$ cat config.mk
export PLATFORM = sky130hd
export DESIGN_NAME = xml_tag_nesting_scanner_core
export DESIGN_NICKNAME = d
export VERILOG_FILES = /design/src/rtl/xtns_pkg.sv /design/src/rtl/xtns_stack_cell.sv /design/src/rtl/xml_tag_nesting_scanner_core.sv
export SDC_FILE = /design/constraint.sdc
export NUM_CORES = 1
export LEC_CHECK = 0
export BUFFER_PORTS_ARGS = -buffer_cell sky130_fd_sc_hd__buf_2
export CAP_MARGIN = 20
export CELL_PAD_IN_SITES_DETAIL_PLACEMENT = 0
export CELL_PAD_IN_SITES_GLOBAL_PLACEMENT = 1
export CORE_ASPECT_RATIO = 1.5
export CORE_UTILIZATION = 53
export CTS_CLUSTER_SIZE = 12
export DETAILED_ROUTE_END_ITERATION = 8
export GPL_ROUTABILITY_DRIVEN = 0
export GPL_TIMING_DRIVEN = 0
export PLACE_DENSITY_LB_ADDON = 0.1
export SLEW_MARGIN = 40
export SYNTH_ARGS = -nofsm -noshare
export SYNTH_HDL_FRONTEND = slang
export SYNTH_SLANG_ARGS = --single-unit
$ cat constraint.sdc
create_clock -name clk -period 68.5 [get_ports clk]
set_input_delay 13.7 -clock clk [delete_from_list [all_inputs] [get_ports clk]]
set_output_delay 13.7 -clock clk [all_outputs]
set_load 0.02 [all_outputs]
$ cat src/rtl/xtns_pkg.sv
`default_nettype none

package xtns_pkg;

  typedef enum logic [2:0] {
    MODE_OUTSIDE   = 3'd0,
    MODE_OPENED    = 3'd1,
    MODE_START_TAG = 3'd2,
    MODE_END_TAG   = 3'd3,
    MODE_DQUOTE    = 3'd4,
    MODE_SQUOTE    = 3'd5
  } mode_t;

  typedef enum logic [1:0] {
    FAULT_NONE  = 2'd0,
    FAULT_UNDER = 2'd1,
    FAULT_OVER  = 2'd2
  } fault_t;

  // shift control for the row of stack cells
  typedef struct packed {
    logic push;
    logic pop;
  } stack_op_t;

  localparam int MODE_W = 3;
  localparam int OUT_W  = 20;

  localparam logic [7:0] CH_LT     = 8'h3C;
  localparam logic [7:0] CH_SLASH  = 8'h2F;
  localparam logic [7:0] CH_QMARK  = 8'h3F;
  localparam logic [7:0] CH_GT     = 8'h3E;
  localparam logic [7:0] CH_DQUOTE = 8'h22;
  localparam logic [7:0] CH_SQUOTE = 8'h27;

endpackage

`default_nettype wire

$ cat src/rtl/xtns_stack_cell.sv
`default_nettype none

module xtns_stack_cell
  import xtns_pkg::*;
#(
  parameter int WIDTH = 23
) (
  input  wire logic             clk,
  input  wire stack_op_t        op,
  input  wire logic [WIDTH-1:0] from_prev,
  input  wire logic [WIDTH-1:0] from_next,
  output logic      [WIDTH-1:0] q
);

  // push moves entries one cell deeper, pop moves them one cell up
  always_ff @(posedge clk) begin
    if (op.push) begin
      q <= from_prev;
    end else if (op.pop) begin
      q <= from_next;
    end
  end

endmodule

`default_nettype wire

$ cat src/rtl/xml_tag_nesting_scanner_core.sv
// results: m_* is registered from the byte that causes it, in the cycle after that byte is accepted
// throughput: one byte per cycle; s_tready drops only while a result waits on m_tready
// the open-element stack is a row of shift cells with the top entry in cell 0,
// so a push or pop is one shift of the whole row in a single cycle
// reset (rst, synchronous): mode outside, position, tag start, stack depth, halt and m_tvalid cleared;
// stack cell contents are left as they are
`default_nettype none

module xml_tag_nesting_scanner_core
  import xtns_pkg::*;
#(
  parameter int STACK_DEPTH   = 16,
  parameter int POSITION_BITS = 20
) (
  input  wire logic        clk,
  input  wire logic        rst,
  input  wire logic        s_tvalid,
  output logic             s_tready,
  input  wire logic [7:0]  s_tdata,   // text_byte
  input  wire logic        s_tuser,   // first_byte
  output logic             m_tvalid,
  input  wire logic        m_tready,
  output logic [63:0]      m_tdata,   // element_start, element_end, parent_start, has_parent
  output logic [1:0]       m_tuser    // fault
);

  localparam int SP_W    = $clog2(STACK_DEPTH + 1);
  localparam int FRAME_W = MODE_W + POSITION_BITS;
  localparam int EXT_W   = (POSITION_BITS > OUT_W) ? POSITION_BITS : OUT_W;

  mode_t                    mode, mode_next;
  logic [POSITION_BITS-1:0] byte_position, byte_position_next;
  logic [POSITION_BITS-1:0] current_start, current_start_next;
  logic [SP_W-1:0]          sp, sp_next;
  logic                     halted, halted_next;

  logic [FRAME_W-1:0] cell_q [STACK_DEPTH];
  logic [FRAME_W-1:0] new_frame;
  stack_op_t          op;

  logic in_fire;
  logic emit;
  logic [POSITION_BITS-1:0] res_start, res_parent;
  logic                     res_has_parent;
  fault_t                   res_fault;

  // values after the first-byte clear
  mode_t                    mode_eff;
  logic [POSITION_BITS-1:0] pos_eff, cs_eff;
  logic [SP_W-1:0]          sp_eff;
  logic                     halted_eff;
  logic                     sp_zero, sp_full, sp_deep;
  logic [POSITION_BITS-1:0] top_start, below_start;
  mode_t                    top_mode;

  logic [EXT_W-1:0] ext_start, ext_end, ext_parent;

  assign s_tready = !m_tvalid || m_tready;
  assign in_fire  = s_tvalid && s_tready;

  assign top_start   = cell_q[0][POSITION_BITS-1:0];
  assign top_mode    = mode_t'(cell_q[0][FRAME_W-1:POSITION_BITS]);
  assign below_start = cell_q[1][POSITION_BITS-1:0];

  genvar gi;
  generate
    for (gi = 0; gi < STACK_DEPTH; gi++) begin : g_cell
      logic [FRAME_W-1:0] prev_d, next_d;
      if (gi == 0) begin : g_first
        assign prev_d = new_frame;
      end else begin : g_mid
        assign prev_d = cell_q[gi-1];
      end
      if (gi == STACK_DEPTH - 1) begin : g_last
        assign next_d = cell_q[gi];
      end else begin : g_inner
        assign next_d = cell_q[gi+1];
      end
      xtns_stack_cell #(.WIDTH(FRAME_W)) u_cell (
        .clk       (clk),
        .op        (op),
        .from_prev (prev_d),
        .from_next (next_d),
        .q         (cell_q[gi])
      );
    end
  endgenerate

  always_comb begin
    mode_eff   = s_tuser ? MODE_OUTSIDE : mode;
    pos_eff    = s_tuser ? '0 : byte_position;
    cs_eff     = s_tuser ? '0 : current_start;
    sp_eff     = s_tuser ? '0 : sp;
    halted_eff = s_tuser ? 1'b0 : halted;
    sp_zero    = (sp_eff == '0);
    sp_full    = (sp_eff == SP_W'(STACK_DEPTH));
    sp_deep    = (sp_eff > SP_W'(1));

    mode_next          = mode_eff;
    byte_position_next = pos_eff;
    current_start_next = cs_eff;
    sp_next            = sp_eff;
    halted_next        = halted_eff;
    new_frame          = {mode_eff, cs_eff};
    op                 = '0;
    emit               = 1'b0;
    res_start          = cs_eff;
    res_parent         = '0;
    res_has_parent     = 1'b0;
    res_fault          = FAULT_NONE;

    if (!halted_eff) begin
      byte_position_next = pos_eff + 1'b1;
      case (mode_eff)
        MODE_OPENED: begin
          if (s_tdata == CH_SLASH) begin
            mode_next = MODE_END_TAG;
          end else if (s_tdata == CH_QMARK) begin
            mode_next = MODE_OUTSIDE;
          end else begin
            mode_next = MODE_START_TAG;
          end
        end
        MODE_START_TAG, MODE_END_TAG: begin
          if (mode_eff == MODE_START_TAG && s_tdata == CH_SLASH) begin
            emit           = 1'b1;
            res_has_parent = !sp_zero;
            res_parent     = sp_zero ? '0 : top_start;
            mode_next      = MODE_OUTSIDE;
          end else if (mode_eff == MODE_END_TAG && s_tdata == CH_GT) begin
            emit = 1'b1;
            if (sp_zero) begin
              res_fault   = FAULT_UNDER;
              halted_next = 1'b1;
            end else begin
              op.pop             = 1'b1;
              sp_next            = sp_eff - 1'b1;
              mode_next          = top_mode;
              current_start_next = top_start;
              res_start          = top_start;
              res_has_parent     = sp_deep;
              res_parent         = sp_deep ? below_start : '0;
            end
          end else if ((mode_eff == MODE_START_TAG && s_tdata == CH_GT) ||
                       s_tdata == CH_DQUOTE || s_tdata == CH_SQUOTE) begin
            if (sp_full) begin
              emit        = 1'b1;
              res_fault   = FAULT_OVER;
              halted_next = 1'b1;
            end else begin
              op.push = 1'b1;
              sp_next = sp_eff + 1'b1;
              if (s_tdata == CH_GT) begin
                new_frame = {MODE_OUTSIDE, cs_eff};
                mode_next = MODE_OUTSIDE;
              end else if (s_tdata == CH_DQUOTE) begin
                mode_next = MODE_DQUOTE;
              end else begin
                mode_next = MODE_SQUOTE;
              end
            end
          end
        end
        MODE_DQUOTE, MODE_SQUOTE: begin
          if ((mode_eff == MODE_DQUOTE && s_tdata == CH_DQUOTE) ||
              (mode_eff == MODE_SQUOTE && s_tdata == CH_SQUOTE)) begin
            if (sp_zero) begin
              emit        = 1'b1;
              res_fault   = FAULT_UNDER;
              halted_next = 1'b1;
            end else begin
              op.pop             = 1'b1;
              sp_next            = sp_eff - 1'b1;
              mode_next          = top_mode;
              current_start_next = top_start;
            end
          end
        end
        default: begin
          if (s_tdata == CH_LT) begin
            mode_next          = MODE_OPENED;
            current_start_next = pos_eff;
          end
        end
      endcase
      if (res_fault != FAULT_NONE) begin
        res_start = '0;
      end
    end

    // cells shift only on an accepted item
    if (!in_fire) begin
      op = '0;
    end
  end

  always_ff @(posedge clk) begin
    if (rst) begin
      mode          <= MODE_OUTSIDE;
      byte_position <= '0;
      current_start <= '0;
      sp            <= '0;
      halted        <= 1'b0;
    end else if (in_fire) begin
      mode          <= mode_next;
      byte_position <= byte_position_next;
      current_start <= current_start_next;
      sp            <= sp_next;
      halted        <= halted_next;
    end
  end

  assign ext_start  = EXT_W'(res_start);
  assign ext_end    = EXT_W'(pos_eff);
  assign ext_parent = EXT_W'(res_parent);

  always_ff @(posedge clk) begin
    if (rst) begin
      m_tvalid <= 1'b0;
    end else if (in_fire && emit) begin
      m_tvalid <= 1'b1;
    end else if (m_tready) begin
      m_tvalid <= 1'b0;
    end
  end

  always_ff @(posedge clk) begin
    if (in_fire && emit) begin
      m_tdata <= {3'b000, res_has_parent, ext_parent[OUT_W-1:0],
                  ext_end[OUT_W-1:0], ext_start[OUT_W-1:0]};
      m_tuser <= res_fault;
    end
  end

`ifndef SYNTH
  a_sp_bounded: assert property (@(posedge clk) disable iff (rst)
    sp <= SP_W'(STACK_DEPTH))
    else $error("stack depth beyond capacity");

  a_fault_halts: assert property (@(posedge clk) disable iff (rst)
    (in_fire && emit && res_fault != FAULT_NONE) |=> halted)
    else $error("fault without halt");

  a_halt_frozen: assert property (@(posedge clk) disable iff (rst)
    (halted && in_fire && !s_tuser) |=>
      ($stable(sp) && $stable(byte_position) && !$rose(m_tvalid)))
    else $error("halted scanner changed state");

  a_fault_fields: assert property (@(posedge clk) disable iff (rst)
    (m_tvalid && m_tuser != FAULT_NONE) |-> (m_tdata[60] == 1'b0 && m_tdata[19:0] == '0))
    else $error("fault item carries element fields");
`endif

endmodule

`default_nettype wire

Yosys cells after proc, flatten, opt, wreduce, memory -nomap -nowiden

Index checks and enable logic that the tools add are counted.
W data, S select, Z words.

Output and inout bits: 68
Bits of input ports: 13
Register bits after elaboration: 481
Logic and storage cells: 177

Bitwise logic cells: 1
Add/sub/neg operators: 3
Reduce and logical (&&, ||, !) cells: 20
Equality and inequality tests: 12
Muxes and demuxes: 115
Magnitude comparators: 1

Operator list:

| cell                    | count |
|---|---|
| $mux W23                | 37 |
| $mux W20                | 17 |
| $pmux W20 S3            | 1 |
| $eq A8 B6 Y1 const B    | 6 |
| $mux W5                 | 8 |
| $mux W3                 | 10 |
| $mux W1                 | 25 |
| $mux W2                 | 11 |
| $add A20 B1 Y20 const B | 1 |
| $pmux W5 S2             | 1 |
| $pmux W3 S3             | 1 |
| $logic_and A1 B1 Y1     | 7 |
| $eq A3 B2 Y1 const B    | 2 |
| $eq A3 B3 Y1 const B    | 2 |
| $pmux W1 S2             | 3 |
| $reduce_bool A2 Y1      | 3 |
| $reduce_or A2 Y1        | 3 |
| $add A5 B1 Y5 const B   | 1 |
| $eq A5 B5 Y1 const B    | 1 |
| $gt A5 B1 Y1 const B    | 1 |
| $logic_not A5 Y1        | 1 |
| $sub A5 B1 Y5 const B   | 1 |
| $logic_or A1 B1 Y1      | 4 |
| $pmux W2 S2             | 1 |
| other kinds (3)         | 4 |

Depth between registers and ports, before layout

Gate-level depths: netlist of the first run.

Depth after elaboration: 13
Mapped depth: 13
Gate-level depth less buffers: 9

Hierarchy

Synthesis of the first run repeated with hierarchy kept, for this count alone.

Cells, all modules: 1552
Area total of the unflattened synthesis: 23915.4 um2

By module, submodules not included:

| module                       | seq. area each (um2) | times used | area each (um2) | cells each |
|---|---|---|---|---|
| xtns_stack_cell              | 690.7                | 16         | 1078.5          | 50 |
| xml_tag_nesting_scanner_core | 2892.8               | 1          | 6658.9          | 752 |

Least setup slack after synthesis of the first run

OpenSTA, ideal clock, no wires.

Kind: input -> register
Start point: input port s_tuser
End point: register g_cell[0].u_cell.q[0] (enable)
Path slack: 26.720 ns
Data required time: 66.942 ns
Setup time: 1.558 ns
Path buffers: 2
Stages: 10
Arrival time: 40.222 ns
Path through: clkbuf_1 -> nor2b_1 -> clkbuf_1 -> inv_1 -> ha_1 -> or4b_2 -> nand2_1 -> nor2_1 -> a31oi_1 -> o31ai_1

Longest elaborated chain between the ends: 12
Elaborated cells on any way between the ends: 31
Classes of those cells: eq/ne: 5; mux: 14; reduce/logical: 12

RTL lines:

| what                                  | RTL line                                                                                                      | RTL |
|---|---|---|
| from (decl)                           | xml_tag_nesting_scanner_core.sv:20                                                                            | `input wire logic s_tuser,` |
| $mux W3                               | xml_tag_nesting_scanner_core.sv:90                                                                            | `mode_eff = s_tuser ? MODE_OUTSIDE : mode;` |
| $eq A3 B2 Y1                          | xml_tag_nesting_scanner_core.sv:114, xml_tag_nesting_scanner_core.sv:125, xml_tag_nesting_scanner_core.sv:144 |  |
| $logic_and A1 B1 Y1                   | xml_tag_nesting_scanner_core.sv:144                                                                           | `end else if ((mode_eff == MODE_START_TAG && s_tdata == CH_GT) \|\|` |
| $logic_or A1 B1 Y1                    | xml_tag_nesting_scanner_core.sv:144                                                                           |  |
| $logic_or A1 B1 Y1                    | xml_tag_nesting_scanner_core.sv:145                                                                           | `s_tdata == CH_DQUOTE \|\| s_tdata == CH_SQUOTE) begin` |
| $mux W1                               | xml_tag_nesting_scanner_core.sv:144                                                                           |  |
| $mux W1                               | xml_tag_nesting_scanner_core.sv:130                                                                           | `end else if (mode_eff == MODE_END_TAG && s_tdata == CH_GT) begin` |
| $mux W2                               | xml_tag_nesting_scanner_core.sv:125                                                                           | `if (mode_eff == MODE_START_TAG && s_tdata == CH_SLASH) begin` |
| $mux W1                               | xml_tag_nesting_scanner_core.sv:114                                                                           | `case (mode_eff)` |
| $mux W2 *                             | xml_tag_nesting_scanner_core.sv:112                                                                           | `if (!halted_eff) begin` |
| $mux W2 *                             | xml_tag_nesting_scanner_core.sv:192                                                                           | `if (!in_fire) begin` |
| $reduce_bool A2 Y1 (no source line) * | n/a                                                                                                           |  |
| to (signal assigned)                  | xtns_stack_cell.sv:18                                                                                         | `q <= from_prev;` |
| to (signal assigned)                  | xtns_stack_cell.sv:20                                                                                         | `q <= from_next;` |
| to (decl)                             | xtns_stack_cell.sv:12                                                                                         | `output logic [WIDTH-1:0] q` |

Mark *: on every way between the ends. The rest lies on a longest branch, timed or not.
A chain may end at the register's enable or synchronous reset.

Worst setup path in the final report of the first run

Start point: input port m_tready
End point: output port s_tready

Longest elaborated chain between the ends: 1

RTL lines:

| what               | RTL line                           | RTL |
|---|---|---|
| from (decl)        | xml_tag_nesting_scanner_core.sv:22 | `input wire logic m_tready,` |
| $logic_or A1 B1 Y1 | xml_tag_nesting_scanner_core.sv:58 | `assign s_tready = !m_tvalid \|\| m_tready;` |
| to (decl)          | xml_tag_nesting_scanner_core.sv:18 | `output logic s_tready,` |

No other way between the ends.

==> run summary, run 1 <==
The final antenna diode count is 0. In the routed design, unresolved DRC markers number 22. The number of global-route vias before repair is roughly 16,000.

The pin count of the biggest net entering global routing came out at 33. The number of synthesized register bits is 481. The cell area power density came out at 23.66 mW/mm². The sequential cell area is 0.01394 mm². Relative to the synthesized area, the layout overhead comes to 13.13%. In this run the critical register-to-register path is launched from sp[1]. The layout has 3,428 filler cells. The count of max-cap constraint violations is 0. The largest driver fanout on the critical path is 5. The clock buffer count from CTS is 48.

The normalized max-slew margin is 43.58%. The number of nets in the finished design is 2,306. The worst setup path is launched from an input pin. The routed wire length came out at about 53,000 µm.

The clock latency of the later-clocked register in the worst-skew pair is roughly 560 ps. The via count of the routed design is 15,440. In the synthesized netlist, the cells that appear most often are 1,056 x nand2_1, 431 x edfxtp_1, 109 x nor2_1, 58 x buf_2, 56 x clkbuf_1. The TritonCTS clock tree is yes. The multi-input gate area in the final layout is ~0.0068 mm².

STA classifies the critical path endpoint as an output pin. The utilization of the core after routing is 61.12%. After synthesis, the share of flip-flops with an asynchronous set or reset is 0%. Of the post-synthesis cell area, the dominant cell type holds around three fifths. The total number of clock tree sinks came out at 481.

The count of placed standard cells in the final layout, fillers left out is 2,816. The met2 layer wire length in the routed design is 29,070 µm. After clock tree synthesis, the repair step resized 0 gates.

The full die area is 0.04112 mm². The cell count after synthesis is about 2,100. After legalization and detailed placement, the total HPWL measured 40,720 µm. The detailed-route vias per instance is 5.482. The capture instance of the worst register-to-register path is g_cell[13].u_cell.q[7]. The cell sitting at the root of the clock tree is a clkbuf_16. The number of enable flip-flop cells after synthesis came out at ~430. Derived from the worst setup path, the maximum achievable clock frequency is 0.03543 GHz. The total overflow left after global routing is 0. The top routing layer in use is met4. CTS built an H-tree with a depth of 2. The routed length on met1 is 19,670 µm.

In this run the standard cell core region covers 0.03953 mm². The initial core utilization came out at 54.03%. The number of endpoints with negative hold slack in the final report is 0. The part of the cycle the worst path needs came out at 41.20%. The checks that failed: design-rule violations. Summing the sequential cell areas from Yosys gives 65.28% of the chip area. The netlist uses 72 different library cells. The max-slew violation total from the final report came out at 0. The routed wire length on met3 came out at 2090 µm. STA puts the critical path data required time at about 55,000 ps.

During synthesis, Yosys emitted a total of 0 warnings. After synthesis, the cell types taking the most area are edfxtp_1 61%, nand2_1 19%, dfxtp_1 4.7%. The mean routed wirelength per cell came out at 18.97 µm. The number of buffers inserted by hold repair at cts is 0.

The number of antenna violations at the first check in global routing came to 0. After detailed placement, the design holds a cell count of roughly 2,700. The site row count came out at 89. The netlist area before placement came out at 0.02136 mm². The post-CTS setup buffer count came out at 0. The number of setup violations in the final report came out at 0. The die is around 250 µm tall. The worst setup skew after layout is 14.38 ps. The overall global routing resource usage came out at 26.51%. For this block, the initial DRC count from the detailed router was 1,256.

Setup repair after global routing left no endpoint under its margin. In this run the horizontal extent of the chip is 165.9 µm. The critical path is of the in2out type.

81 I/O pins were placed. The proportion of layout cells with a drive suffix above 1 is about 11%. The data arrival time at the worst-slack endpoint is 14,520 ps. Across the VDD grid, the largest voltage drop is 0.02080 mV.

The actual slew at the worst max-slew pin came out at 834.5 ps. The hold path depth is 0. The number of buffers on the longest clock path is 3. The mean cell area of the mapped netlist is a little over 10 µm². In the post-synthesis netlist, the cell with the most instances is nand2_1. Counting cells, the worst reg-to-reg path comes to 16. The endpoint of the worst hold path is g_cell[15].u_cell.q[0].

Counting I/O delays and the setup requirement, the final critical path takes 28,220 ps. The number of iterations in the first detailed-routing pass came out at 9. In this run the worst hold path is classified as reg2reg. The dominant register cell in the synthesized netlist is edfxtp_1. The launch point of the worst hold path is g_cell[14].u_cell.q[0]. The number of nets with antenna violations after detailed routing came out at 0. The analysis attributes to cell leakage a power of 0.008195 µW.

The number of buffers added on ports is 74. The run finished, with violations left. The largest total area in the synthesized netlist belongs to edfxtp_1. The clock slew seen by the registers of the worst setup and hold paths came out at 60 ps.

The first-pass GRT wire length is 84,530 µm. The reg-to-reg setup timing slack came out at 63,610 ps. The setup TNS is 0 ps.
-- critical path: stages --
cell     delay (ps)
buf_2            90
nor2b_1         380
inv_1           150
buf_2           190
-- cells in the final DEF (no fill, tap or decap), drive strengths merged, types with 6 or more instances in the layout --
cell / n
dfxtp: 50
edfxtp: 431
nand4: 8
a211oi: 12
a21oi: 27
a221oi: 10
clkinv: 7
xor2: 6
buf: 178
o22a: 9
nand3: 12
a22oi: 23
o211ai: 6
a22o: 13
nor2: 109
mux2i: 7
clkbuf: 126
nand2: 1056
o21ai: 41
inv: 19
nor4: 7
nor3: 15
xnor2: 14
o2bb2ai: 10
nor2b: 29
-- cell type report --
type	instances	share of cell area, %
Sequential cell	481	57.71
Multi-Input combinational cell	1504	28.28
Clock buffer	70	5.525
Timing Repair Buffer	112	3.014
Tap cell	500	2.589
Buffer	122	2.346
Inverter	20	0.3107
Clock inverter	7	0.2227
-- power breakdown --
part	leakage, µW	internal, µW	switching [µW]	total [µW]
sequential	0.00294	315	0.519	316
combinational	0.00458	3.57	8.28	11.9
clock	0.000673	137	107	244
-- worst max-delay path by stage --
| stage | from | to | slack [ps] | cells after the start |
|---|---|---|---|---|
| final | m_tready | s_tready | 40280 | 4 |
| after global routing | m_tready | s_tready | 40220 | 4 |
| after CTS | m_tready | s_tready | 40290 | 4 |
| after detailed placement | m_tready | s_tready | 40290 | 4 |
| after global placement | s_tuser | g_cell[9].u_cell.q[6] | 15430 | 11 |
| after floorplan | s_tuser | g_cell[0].u_cell.q[0] | 26720 | 10 |
-- kinds of logic (layout without fill, tap and decap cells) --
group	Yosys count	count (layout)	synth area share, %
compound gates	189	189	6.227
xor+xnor	20	20	0.8202
fa+ha+maj	4	4	0.2343
buf+inv	142	331	2.993
flops	481	481	65.28
mux	10	10	0.4862
other cells	1	3	0.01756
simple gates	1278	1278	23.94
-- stage by stage --
stage	hold WS [ps]	total power [µW]	worst slack [ps]	cell area (µm²)
after floorplan	426.2	329.9	26720	21370
after global placement	431.0	333.7	15430	22360
after detailed placement	436.0	333.8	40290	22770
after CTS	450.4	575.4	40290	24160
after global routing	470.5	587.3	40220	24160
final	450.8	571.7	40280	24160
-- metal layers --
layer / vias up / GRT usage [%]
met5: - / 0
met4: 0 / 14.05
met3: 152 / 3.189
met2: 433 / 51.44
met1: 7349 / 27.94
li1: 7502 / -
-- flip-flops by register name, indices dropped and copies added (netlist names) --
name and count:
g_cell.u_cell.q 368, byte_position 20, m_tuser 2, sp 5, halted 1, current_start 20, mode 3, m_tdata 61
m_tvalid 1
Power figures use the tool's default switching activity.
==> run 2: changes to the inputs <==
--- a/config.mk
+++ b/config.mk
@@ -10,7 +10,7 @@
 export CELL_PAD_IN_SITES_DETAIL_PLACEMENT = 0
 export CELL_PAD_IN_SITES_GLOBAL_PLACEMENT = 1
 export CORE_ASPECT_RATIO = 1.5
-export CORE_UTILIZATION = 53
+export CORE_UTILIZATION = 49
 export CTS_CLUSTER_SIZE = 12
 export DETAILED_ROUTE_END_ITERATION = 8
 export GPL_ROUTABILITY_DRIVEN = 0
==> constraint.sdc (replaced) <==
create_clock -name clk -period 27.3 [get_ports clk]
set_input_delay 5.46 -clock clk [delete_from_list [all_inputs] [get_ports clk]]
set_output_delay 5.46 -clock clk [all_outputs]
set_load 0.02 [all_outputs]
==> run 2 against run 1 <==
Against the previous run: the flow now finishes without violations; first-iteration DRC count decreased by 28%; count of clock-buffer cells in the layout decreased by 2; largest power group unchanged; via count decreased by 0.59%; register-to-register slack got worse by 41000 ps; clock power increased by 140%; largest cell class unchanged; critical endpoint unchanged; die area increased by 8.1%.
==> run summary, run 2 (synthesized netlist as in run 1, its figures left out) <==
The sequential cell area is 0.01394 mm² (unchanged). The normalized max-slew margin is 44.69% (+1.1 points). The width of the die is 172.5 µm (+4.0%). The final worst setup slack was 15,600 ps (-24,680 ps). Clock tree synthesis selected as its root buffer the cell clkbuf_16.

The signal on the critical path passes through buf_2 > nor2b_1 > inv_1 > buf_2. The number of instances resized during post-cts repair is 0 (unchanged). The die extent in y came out at 257.7 µm (+4.0%). The DRC violation total after the first TritonRoute iteration is 903 (-28%). The full die area was 0.04444 mm² (+8.1%). The placement-stage worst setup slack is 15,610 ps (-24,680 ps).

The worst setup skew after layout is 19.03 ps (+4.654 ps). Setup repair after global routing left no endpoint under its margin. The cell that appears most often on the critical path is buf_2. The clock latency of the later-clocked register in the worst-skew pair came out at 570 ps (about the same). On the critical path, the stage with the largest delay is an instance of nor2b_1.

The mean routed wirelength per cell came out at 18.72 µm (-1.3%). The aggregate global routing overflow came to 0 (unchanged). The overall global routing resource usage came out at 25.07% (-1.4 points). The detailed-route vias per instance came out at 5.323 (-2.9%).

The site row count is 93 (+4.5%). The count of max-cap constraint violations is 0 (unchanged). The proportion of layout cells with a drive suffix above 1 came out at 10.77% (-0.029 points). The routed wire length is 53,970 µm (+1.0%). The number of nets in the finished design is 2,306 (unchanged). The pin count of the biggest net entering global routing came to 33 (unchanged). The number of nets with antenna violations after detailed routing is 0 (unchanged).

The required arrival time at the worst endpoint came to 21,840 ps (-32,960 ps). The number of endpoints with negative hold slack in the final report is 0 (unchanged). The number of buffers on the longest clock path came out at 3 (unchanged). TritonCTS built the clock tree.

The library cells used most frequently in the layout, excluding fill and tap cells, are 1,056 x nand2_1, 431 x edfxtp_1, 131 x buf_2. The count of fill cells added during filler insertion came out at 3,934 (+15%). The total number of clock tree sinks came out at 481 (unchanged). The number of instances in the placed design is 2,810 (+2.6%). The number of antenna violations at the first check in global routing came out at 0 (unchanged). The kind of start point of the critical path is an input pin.

The total half-perimeter wirelength after legalization and detailed placement came to 41,570 µm (+2.1%). The largest registers in the layout are g_cell.u_cell.q x368, m_tdata x61. The count of placed standard cells in the final layout, fillers left out came out at 2,883 (+2.4%). STA classifies the critical path endpoint as an output pin. The maximum clock rate came out at between 0.08 and 0.09 GHz. After layout, the worst path uses between 40 and 50% of the clock period. The utilization of the core after routing is 56.40% (-4.7 points). The clock slew seen by the registers of the worst setup and hold paths is 60 ps (about the same). The number of buffers added on ports is 74 (unchanged). The run finished with clean final reports.

The multi-input gate area in the final layout is 0.006840 mm² (about the same). The longest individual stage delay on the worst path came to 350 ps (-30 ps). The post-CTS setup buffer count is 0 (unchanged). The commonest non-fill, non-tap cell in the layout is nand2_1. The I/O pin total is 81 (unchanged). The largest driver fanout on the critical path came out at 5 (unchanged).

The first-pass GRT wire length came out at 85,010 µm (+0.57%). The actual slew at the worst max-slew pin came to 829.6 ps (-4.903 ps). The register with the most flip-flops in the final layout is g_cell.u_cell.q. In this run the worst hold path is classified as reg2reg. The maximum VDD drop is 0.05267 mV (+150%). The clock buffer count from CTS is 47 (-2.1%). The number of iterations in the first detailed-routing pass is 7 (-2). The minimum period implied by the final worst setup slack came out at 11,700 ps. The number of setup violations in the final report came out at 0 (unchanged). The number of flip-flops under the largest register name came to 368 (unchanged). The worst setup path is of the in2out kind. The initial core utilization is 49.74% (-4.3 points). The leakage power total is 0.008172 µW (-0.28%). The max-slew violation total from the final report came out at 0 (unchanged). The area of the core was 0.04294 mm² (+8.6%). The number of buffers inserted by hold repair at cts is 0 (unchanged). The final antenna diode count was 0 (unchanged). The number of global-route vias before repair came out at 15,500 (-0.60%). The number of H-tree levels came to 2 (unchanged).

The relative area change from synthesis to final layout is 13.39%. The cell area power density is 58.46 mW/mm² (+150%). The via count of the routed design was 15,350 (-0.59%). The post-route DRC violation count came to 0 (-100%). The data arrival time at the worst-slack endpoint is 6240 ps (-8280 ps).
[run 2: changes by cell type in the layout (fill, tap and decap cells not counted)]
cell       previous run  this run
buf_2               132       131
nor4b_1               2         1
inv_16                0         1
clkbuf_16            49        47
buf_6                14        17
nor4b_2               0         1
clkbuf_8              3         0
inv_6                 0         1
clkbuf_1             74        77
buf_8                 4         5
buf_4                27        25
clkinv_1              6         2
[run 2: cell type report]
type	count	area share, %
multi-input combinational	1504	28.24
clock inverter	5	0.2790
inverter	20	0.3100
clock buffer	68	5.182
sequential	481	57.57
buffer	122	2.340
timing repair buffer	113	3.126
tap	570	2.945
[run 2: worst paths after layout]
path | startpoint | to | slack (ps) | cells after the start
worst min register to register | g_cell[14].u_cell.q[4] | g_cell[15].u_cell.q[4] | 440 | 0
worst min-delay path | g_cell[14].u_cell.q[4] | g_cell[15].u_cell.q[4] | 440 | 0
worst max register to register | sp[1] | g_cell[7].u_cell.q[6] | 22380 | 18
worst max-delay path | m_tready | s_tready | 15600 | 4
[run 2: per-layer routing]
metal / share of wire, % / track usage (%) / vias up
li1: - / - / 7512
met5: 0 / 0 / -
met4: 4.3 / 11.28 / 0
met2: 56 / 48.14 / 385
met3: 3.4 / 2.835 / 137
met1: 37 / 26.90 / 7311
[run 2: power by group]
part	switching, µW	internal (µW)
combinational	21.0	9.03
clock	267	326
sequential	1.28	792
total	289	1130
[run 2: worst max-delay path: cells and delay by family]
family	cells	cell delay (ps)
and+or+nand+nor	1	350
buffers and inverters	3	430
[run 2: metrics by stage]
step | power [µW] | hold WS, ps | instance area, µm² | setup TNS (ps)
2_1_floorplan | 827.7 | 426.2 | 21370 | 0
3_3_place_gp | 837.3 | 432.2 | 22450 | -925040
3_5_place_dp | 837.7 | 433.5 | 22890 | 0
4_1_cts | 1430 | 446.8 | 24210 | 0
5_1_grt | 1453 | 469.4 | 24220 | 0
6_report | 1416 | 443.4 | 24220 | 0
==> run 3: changes to the inputs <==
--- a/config.mk
+++ b/config.mk
@@ -10,7 +10,7 @@
 export CELL_PAD_IN_SITES_DETAIL_PLACEMENT = 0
 export CELL_PAD_IN_SITES_GLOBAL_PLACEMENT = 1
 export CORE_ASPECT_RATIO = 1.5
-export CORE_UTILIZATION = 49
+export CORE_UTILIZATION = 44
 export CTS_CLUSTER_SIZE = 12
 export DETAILED_ROUTE_END_ITERATION = 8
 export GPL_ROUTABILITY_DRIVEN = 0
==> constraint.sdc (replaced) <==
create_clock -name clk -period 10.4 [get_ports clk]
set_input_delay 2.08 -clock clk [delete_from_list [all_inputs] [get_ports clk]]
set_output_delay 2.08 -clock clk [all_outputs]
set_load 0.02 [all_outputs]
==> run 3 against run 2 <==
Against the previous run: clock power rose to 2.7 times the previous value; combinational power rose to 2.7 times the previous value; clock skew fell by 2.7 ps; count of clock-buffer cells in the layout rose by 2; non-clock buffer count rose by 1; setup slack got worse by 12000 ps; total power rose to 2.6 times the previous value; sequential share of layout area fell by 0.32 points.
==> run summary, run 3 (synthesized netlist as in run 1, its figures left out) <==
Setup repair after global routing left no endpoint under its margin. The mean routed wirelength per cell is 19.10 µm (+2.0%). The full die area is 0.04944 mm² (+11%). The slowest stage of the critical path is the nor4_1 cell. After layout, the worst path uses 62.90% of the clock period. The largest driver fanout on the critical path is 12 (+7). The required arrival time at the worst endpoint was 10,680 ps (-11,160 ps). The number of nets in the finished design came out at 2,308 (+0.087%). The area of the core was 0.04782 mm² (+11%).

The final design area excluding fillers is 0.02435 mm² (+0.56%). TritonCTS built the clock tree. Counting flops per register, the top entry is g_cell.u_cell.q.

The maximum VDD drop is 0.1271 mV (+140%). The site row count came out at 98 (+5.4%). The number of global-route vias before repair came out at 15,590 (+0.57%).

Leaving out fill and tap cells, the most frequent cells in the layout are 1,055 x nand2_1, 431 x edfxtp_1, 131 x buf_2. The aggregate global routing overflow is 0 (unchanged). Counting stages on the worst path, the most repeated cell is buf_6.

The worst slack on hold paths came out at 450.0 ps (+6.589 ps). The critical path in this run is classified as in2reg. The number of H-tree levels is 2 (unchanged). The longest individual stage delay on the worst path came out at 580 ps (+230 ps). Derived from the worst setup path, the maximum achievable clock frequency is 0.1529 GHz. The worst setup skew after layout is 16.34 ps (-2.695 ps). The number of nets with antenna violations after detailed routing was 0 (unchanged).

The data arrival time at the worst-slack endpoint came out at 6820 ps (+580 ps). The commonest non-fill, non-tap cell in the layout is nand2_1. The number of buffers added on ports came out at 74 (unchanged). The routed wire length came to 55,750 µm (+3.3%). The minimum period implied by the final worst setup slack is around 6500 ps. In the final layout, the registers with the most flip-flops are g_cell.u_cell.q x368, m_tdata x61. The number of flip-flops under the largest register name is 368 (unchanged). The detailed-route vias per instance came out at 5.250 (-1.4%). The utilization of the core after routing is 50.93% (-5.5 points).

The setup TNS came out at 0 ps (unchanged). The number of instances resized during post-cts repair came out at 0 (unchanged). The initial core utilization came out at 44.66% (-5.1 points). On the critical path the largest part of the delay comes from buffers and inverters.

The width of the die is 181.9 µm (+5.5%). The clock slew seen by the registers of the worst setup and hold paths is 60 ps (about the same). The clock buffer count from CTS came out at 48 (+2.1%). The leakage power total is 0.008218 µW (+0.56%).

The post-route DRC violation count is 0 (unchanged). The worst setup path is launched from an input pin. The pin count of the biggest net entering global routing is 33 (unchanged).

The instance area at placement is 0.02300 mm² (+0.48%). Traced cell by cell, the critical path runs through clkbuf_1 > nand2_1 > nor4_1 > o21ai_1 > or4_1 > clkbuf_1 > buf_6 > clkbuf_2 > o31ai_4 > buf_6 > buf_6 > buf_6 > buf_6 > buf_6 > buf_6 > buf_6 > buf_4 > buf_4 > buf_6. The number of buffers on the longest clock path came out at 3 (unchanged). The flow ran to the end, and the final reports show no timing, DRC or antenna violations. The total power is 3739 µW (+160%). The relative area change from synthesis to final layout is 14.03%. The post-CTS setup buffer count is 0 (unchanged). The max-slew violation total from the final report was 0 (unchanged). The number of antenna violations at the first check in global routing is 0 (unchanged). The final antenna diode count is 0 (unchanged). The first-pass GRT wire length is 87,600 µm (+3.0%). The count of max-cap constraint violations came out at 0 (unchanged). The proportion of layout cells with a drive suffix above 1 is 11.25% (+0.49 points). The worst hold path belongs to the class reg2reg.

The number of buffer and inverter instances along the worst setup path came out at 14 (+11). The clock latency of the later-clocked register in the worst-skew pair came out at 570 ps (about the same). The number of iterations in the first detailed-routing pass came out at 5 (-2). The cell area power density is 153.5 mW/mm² (+160%).

The number of endpoints with negative hold slack in the final report is 0 (unchanged). The die extent in y came out at 271.8 µm (+5.5%). The overall global routing resource usage is 22.86% (-2.2 points). The DRC violation total after the first TritonRoute iteration came out at 952 (+5.4%).

The I/O pin total was 81 (unchanged). The via count of the routed design came out at 15,330 (-0.13%). The normalized max-slew margin is 44.48% (-0.21 points).

The total number of clock tree sinks came out at 481 (unchanged). The number of buffers inserted by hold repair at cts is 0 (unchanged). STA classifies the critical path endpoint as a flip-flop.

The total half-perimeter wirelength after legalization and detailed placement is 42,920 µm (+3.3%). The actual slew at the worst max-slew pin is 829.1 ps (-0.4812 ps). The tree is rooted in a clkbuf_16. The number of setup violations in the final report was 0 (unchanged).
## run 3: metal layers
| metal | part of all wire [%] | up-vias | track usage (%) |
|---|---|---|---|
| met5 | 0 | - | 0 |
| met2 | 55 | 398 | 44.87 |
| li1 | - | 7519 | - |
| met4 | 4.4 | 0 | 10.35 |
| met1 | 37 | 7264 | 24.04 |
| met3 | 3.4 | 144 | 2.728 |
## run 3: final timing paths
path | start | endpoint | slack (ps) | depth (start not counted)
setup / recovery | s_tdata[2] | g_cell[14].u_cell.q[7] | 3860 | 19
hold / removal | g_cell[14].u_cell.q[12] | g_cell[15].u_cell.q[12] | 450 | 0
setup reg to reg | mode[1] | g_cell[14].u_cell.q[7] | 5410 | 18
hold reg to reg | g_cell[14].u_cell.q[12] | g_cell[15].u_cell.q[12] | 450 | 0
## run 3: metrics by stage
| step | worst slack, ps | std cells |
|---|---|---|
| 2_1_floorplan | -1871 | 2127 |
| 5_1_grt | 3628 | 2919 |
| 3_5_place_dp | 3299 | 2841 |
| 3_3_place_gp | -6243 | 2801 |
| 6_report | 3859 | 2919 |
| 4_1_cts | 3881 | 2919 |
## run 3: report_power, final
part           switching [µW]  leakage, µW  internal (µW)
registers                3.34      0.00294           2080
clock network             715     0.000655            861
logic                    56.6      0.00462           24.9
total                     775      0.00822           2960
## run 3: layout make-up
class                   count  area [µm²]
flip-flops and latches    481       13940
fillers                  4517       23470
well taps                 600       750.7
plain buffers             122       579.3
clock inverters             8       50.05
multi-input cells        1504        6877
clock buffers              70        1304
inverters                  20       75.07
repair buffers            114       775.7
